===== src/rtl/core/vgp_pkg.sv =====
// Shared types, constants and codes for the voice gain and pan matrix.
package vgp_pkg;

   // Voice table
   localparam int VOICES   = 256;
   localparam int VOICE_AW = $clog2(VOICES);

   // Request/response payload widths
   localparam int MODE_W  = 3;
   localparam int VOICE_W = 8;
   localparam int VALUE_W = 16;
   localparam int GAIN_W  = 39;

   // Configuration port
   localparam int CSR_AW = 3;
   localparam int CSR_DW = 18;

   // Decoupling queue between front and back
   localparam int QUEUE_DEPTH = 2;
   localparam int QUEUE_AW    = $clog2(QUEUE_DEPTH);
   localparam int QUEUE_CW    = $clog2(QUEUE_DEPTH + 1);

   // Command codes
   localparam logic [MODE_W-1:0] MODE_RESET    = 3'd0;
   localparam logic [MODE_W-1:0] MODE_MUTE     = 3'd1;
   localparam logic [MODE_W-1:0] MODE_VOLUME   = 3'd2;
   localparam logic [MODE_W-1:0] MODE_PAN      = 3'd3;
   localparam logic [MODE_W-1:0] MODE_SURROUND = 3'd4;
   localparam logic [MODE_W-1:0] MODE_QUERY    = 3'd5;

   // Register indexes
   localparam logic [CSR_AW-1:0] CSR_MASTER_VOLUME   = 3'd0;
   localparam logic [CSR_AW-1:0] CSR_MASTER_PAN      = 3'd1;
   localparam logic [CSR_AW-1:0] CSR_MASTER_BALANCE  = 3'd2;
   localparam logic [CSR_AW-1:0] CSR_MASTER_SURROUND = 3'd3;
   localparam logic [CSR_AW-1:0] CSR_AMPLIFY         = 3'd4;
   localparam logic [CSR_AW-1:0] CSR_STEREO_OUT      = 3'd5;
   localparam logic [CSR_AW-1:0] CSR_REVERSE_STEREO  = 3'd6;

   // One voice table entry
   typedef struct packed {
      logic [9:0]        volume;
      logic signed [8:0] pan;
      logic              mute;
      logic              surround;
   } vgp_entry_type;

   // Master settings
   typedef struct packed {
      logic [6:0]        master_volume;
      logic signed [7:0] master_pan;
      logic signed [7:0] master_balance;
      logic              master_surround;
      logic [17:0]       amplify;
      logic              stereo_out;
      logic              reverse_stereo;
   } vgp_cfg_type;

   localparam vgp_cfg_type CFG_RESET = '{
      master_volume:   7'd64,
      master_pan:      8'sd0,
      master_balance:  8'sd0,
      master_surround: 1'b0,
      amplify:         18'd65535,
      stereo_out:      1'b1,
      reverse_stereo:  1'b0
   };

   // Flags carried down the back pipeline
   typedef struct packed {
      logic mute;
      logic surround;
   } vgp_flags_type;

   // Front sequencer states
   typedef enum logic [1:0] {
      FS_IDLE   = 2'b01,
      FS_UPDATE = 2'b10
   } vgp_fstate_type;

endpackage


===== src/rtl/core/vgp_queue.sv =====
// Short FIFO of updated voice entries between front and back.
module vgp_queue import vgp_pkg::*; (
   input  logic          clock,
   input  logic          reset,
   input  logic          push_valid,
   input  vgp_entry_type push_entry,
   input  logic          pop,
   output logic          q_valid,
   output logic          q_full,
   output vgp_entry_type q_entry
);

   vgp_entry_type       slot_ff [QUEUE_DEPTH];
   logic [QUEUE_AW-1:0] wr_ptr_ff, wr_ptr_in;
   logic [QUEUE_AW-1:0] rd_ptr_ff, rd_ptr_in;
   logic [QUEUE_CW-1:0] count_ff, count_in;
   logic                do_push;
   logic                do_pop;

   assign q_valid = (count_ff != '0);
   assign q_full  = (count_ff == QUEUE_CW'(QUEUE_DEPTH));
   assign q_entry = slot_ff[rd_ptr_ff];
   assign do_push = push_valid && !q_full;
   assign do_pop  = pop && q_valid;

   // Pointer and fill count update
   always_comb begin
      wr_ptr_in = wr_ptr_ff;
      rd_ptr_in = rd_ptr_ff;
      count_in  = count_ff;
      if (do_push) begin
         wr_ptr_in = (wr_ptr_ff == QUEUE_AW'(QUEUE_DEPTH - 1)) ? '0 : wr_ptr_ff + 1'b1;
      end
      if (do_pop) begin
         rd_ptr_in = (rd_ptr_ff == QUEUE_AW'(QUEUE_DEPTH - 1)) ? '0 : rd_ptr_ff + 1'b1;
      end
      if (do_push && !do_pop) begin
         count_in = count_ff + 1'b1;
      end else if (do_pop && !do_push) begin
         count_in = count_ff - 1'b1;
      end
   end

   always_ff @(posedge clock) begin
      if (reset) begin
         wr_ptr_ff <= '0;
         rd_ptr_ff <= '0;
         count_ff  <= '0;
      end else begin
         wr_ptr_ff <= wr_ptr_in;
         rd_ptr_ff <= rd_ptr_in;
         count_ff  <= count_in;
      end
   end

   always_ff @(posedge clock) begin
      if (do_push) slot_ff[wr_ptr_ff] <= push_entry;
   end

endmodule


===== config.mk =====
export PLATFORM = sky130hd
export DESIGN_NAME = vgp_queue
export DESIGN_NICKNAME = d
export VERILOG_FILES = /design/src/rtl/core/vgp_pkg.sv /design/src/rtl/core/vgp_queue.sv
export SDC_FILE = /design/constraint.sdc
export NUM_CORES = 1
export LEC_CHECK = 0
export BUFFER_PORTS_ARGS = -buffer_cell sky130_fd_sc_hd__buf_2
export CAP_MARGIN = 20
export CORE_MARGIN = 2
export CORE_UTILIZATION = 40
export DETAILED_ROUTE_END_ITERATION = 6
export GPL_TIMING_DRIVEN = 1
export PLACE_DENSITY = 0.64
export SETUP_SLACK_MARGIN = 0.2
export SYNTH_ARGS = -nofsm -noshare
export SYNTH_HDL_FRONTEND = slang
export SYNTH_SLANG_ARGS = --single-unit
export TNS_END_PERCENT = 50

===== constraint.sdc =====
create_clock -name clock -period 1.9 [get_ports clock]
set_clock_uncertainty 0.05 [all_clocks]
set_input_delay 0.19 -clock clock [delete_from_list [all_inputs] [get_ports clock]]
set_output_delay 0.19 -clock clock [all_outputs]
set_load 0.01 [all_outputs]

==> run_results.csv <==
group,metric,value,unit
outcome,run_status,"finished, final reports clean",
clocking,path_clk_slew,80,ps
logic_synthesis,synth_top_flop_cell,"edfxtp_1",
timing,hold_viol_final,0,
logic_synthesis,synth_edf_count,42,
routing,vias_per_cell,4.72,
floorplan,ios,48,
placed_design,dp.cells,189,
routing,antenna_left,0,
placed_design,dpl_cell_area,2050,sq um
grt,antenna_found_initial,0,
routing,wire_per_inst,14.0,um
logic_synthesis,synth_cell_types,14,
floorplan,start_util,0.423,
routing,drt_first_pass_iters,4,
clocking,clockRootBuffer,"clkbuf_8",
timing,maxSlewViolCount,0,
floorplan,std_cell_rows,23,
setup_path,critPathCaptureType,"flip-flop",
final_layout,seqCellArea,1360,sq um
power_and_ir_drop,ir_drop,0.612,mV
timing,maxSlewHeadroom,0.788,
setup_path,r2r_slack,320,ps
power_and_ir_drop,combPwrFrac,0.290,
floorplan,die_y,69.7,um
grt,track_usage,0.119,
grt,grt_pass1_wl,4310,um
setup_path,cp.required,2070,ps
logic_synthesis,synth.top_cell.area_share,0.730,
hold_path,hold_depth,1,
timing,timing.fmax,635,MHz
clocking,cts_inserted_buffers,5,
logic_synthesis,synth.cell_area,1730,sq um
floorplan,dieWidth,69.7,um
logic_synthesis,ys_async_sr_fraction,0,
final_layout,n_antenna_cell,0,
setup_path,crit_arrival,1750,ps
final_layout,final_cells,197,
timing,tns,0,ps
clocking,worstSkewPairLatency,280,ps
timing,fin_crit_sh,0.829,
placed_design,dpl.hpwl,1920,um
logic_synthesis,synth_top_area_cell,"edfxtp_1",
final_layout,layout.nets,172,
logic_synthesis,ys_ff_latch,47,
routing,drc_errors,0,
logic_synthesis,yosys-top-cells-area,"edfxtp_1 73%, mux2_2 14%, dfxtp_1 5.8%",
setup_path,worstSetupPathType,"reg -> reg",
logic_synthesis,yosysMostFrequentCell,"edfxtp_1",
clocking,postCtsSetupRepairBufs,0,
power_and_ir_drop,p_total,0.00269,W
logic_synthesis,syn-num-nets,116,
logic_synthesis,synthCells,90,
power_and_ir_drop,pwr-share-clk,0.202,
final_layout,layout-drive-gt1-share,0.551,
final_layout,nFillCells,366,
routing,drtIter0Drc,70,
clocking,clockBufferDepth,2,
power_and_ir_drop,power_frac_seq,0.508,
placed_design,dp_slack,282,ps
timing,fin_ws,325,ps
grt,first_global_vias,958,
floorplan,dieArea,4860,sq um
placed_design,gp_congestion,0.644,
grt,grt_remaining_overflow,0,
placed_design,portBuffers,47,
routing,wl,2770,um
run,maxCapViolCount,0,
power_and_ir_drop,p_per_area,1260,nW/um^2
clocking,tritoncts,"done",
clocking,htreeDepth,2,
power_and_ir_drop,power.internal,0.00195,W
logic_synthesis,ys_seq_area_frac,0.788,
final_layout,multi_input_area,354,sq um
hold_path,hp-class,"in -> reg",
clocking,cts_sinks,47,
logic_synthesis,avgSynthCellArea,19.2,sq um
final_layout,design_area,2130,sq um
timing,finalSetupViolCount,0,
grt,grt_start_max_net_pins,22,
setup_path,crit_path_max_fanout,5,
logic_synthesis,synth_commonest_cells,"42 x edfxtp_1, 21 x mux2_2, 5 x dfxtp_1",
timing,worst_pin_slew,315,ps
logic_synthesis,yosys_warnings,0,
timing,period_minus_slack,1580,ps
final_layout,area_growth_syn_to_layout,23.5,%
power_and_ir_drop,switchingPower,0.000738,W
setup_path,reg2regPathDepth,4,
power_and_ir_drop,p_sw_frac,0.275,
setup_path,startpoint_type,"flip-flop",
routing,vias,929,
timing,rsz0062_at_grt,"no",
floorplan,coreArea,4090,sq um
power_and_ir_drop,p_leak,0.824,nW
[layout by cell type, fill, tap and decap left out]
cell and count:
a21oi_1 2, or2_2 1, or3_1 2, ha_1 1, xor2_1 3, buf_2 47
clkbuf_1 2, inv_1 2, dfxtp_2 1, mux2_2 21, and2_1 1, dfxtp_1 4
clkbuf_8 5, nor2b_4 1, clkinv_2 1, edfxtp_1 42, o21ai_0 3, nor2_1 4
buf_4 4
[per-stage QoR]
step | util | hold slack, ps
global route | 0.522 | 19.9
floorplan | - | 209
finish | 0.522 | 38.5
CTS | 0.521 | 28.1
global placement | 0.501 | 330
detailed placement | 0.501 | 331
[worst max-delay path, cell delays in order, from the launching register on]
cell	delay, ps
dfxtp_2	360
o21ai_0	290
ha_1	320
or3_1	370
a21oi_1	140
[power by group through the flow]
stage | logic, W | registers, W | clock network, W
floorplan | 0.000500 | 0.00137 | 0
detailed placement | 0.000785 | 0.00138 | 0
finish | 0.000778 | 0.00136 | 0.000543
CTS | 0.000789 | 0.00136 | 0.000565
global placement | 0.000763 | 0.00137 | 0
global route | 0.000849 | 0.00138 | 0.000614
[routing by layer]
layer / vias to the layer above / track usage / wire length [um]
met2: 20 / 0.209 / 1580
met3: 4 / 0.0407 / 123
met1: 452 / 0.120 / 1040
met4: 0 / 0.0705 / 29
li1: 453 / - / -
met5: - / 0 / 0
[worst paths after layout]
kind | to | from
setup / recovery | count_ff[1] | count_ff[0]
hold / removal | slot_ff[1][6] | push_entry[6]
setup reg to reg | count_ff[1] | count_ff[0]
hold reg to reg | wr_ptr_ff | wr_ptr_ff
[kinds of logic after synthesis]
| kind of cell | after synthesis | synth area share |
|---|---|---|
| compound gates | 5 | 0.0145 |
| xor+xnor | 3 | 0.0152 |
| fa+ha+maj | 1 | 0.00724 |
| buf+inv | 4 | 0.0101 |
| flops | 47 | 0.788 |
| mux | 21 | 0.137 |
| simple gates | 9 | 0.0282 |
[flip-flops by register name (all words and copies together), names as in the netlist, named ones only]
name / count
slot_ff: 42
rd_ptr_ff: 1
wr_ptr_ff: 1
count_ff: 2
[layout make-up]
| class | count | area share |
|---|---|---|
| timing repair buffer | 51 | 0.124 |
| multi-input combinational | 39 | 0.166 |
| sequential | 47 | 0.639 |
| clock buffer | 7 | 0.0358 |
| tap | 50 | 0.0293 |
| inverter | 2 | 0.00352 |
| clock inverter | 1 | 0.00235 |
[repair_timing]
action / 4_1_cts / 5_1_grt
gates resized for setup: 0 / 2
hold buffers: 0 / 0
setup endpoints to repair: 0 / 1
(Power assumes the default switching activity.)
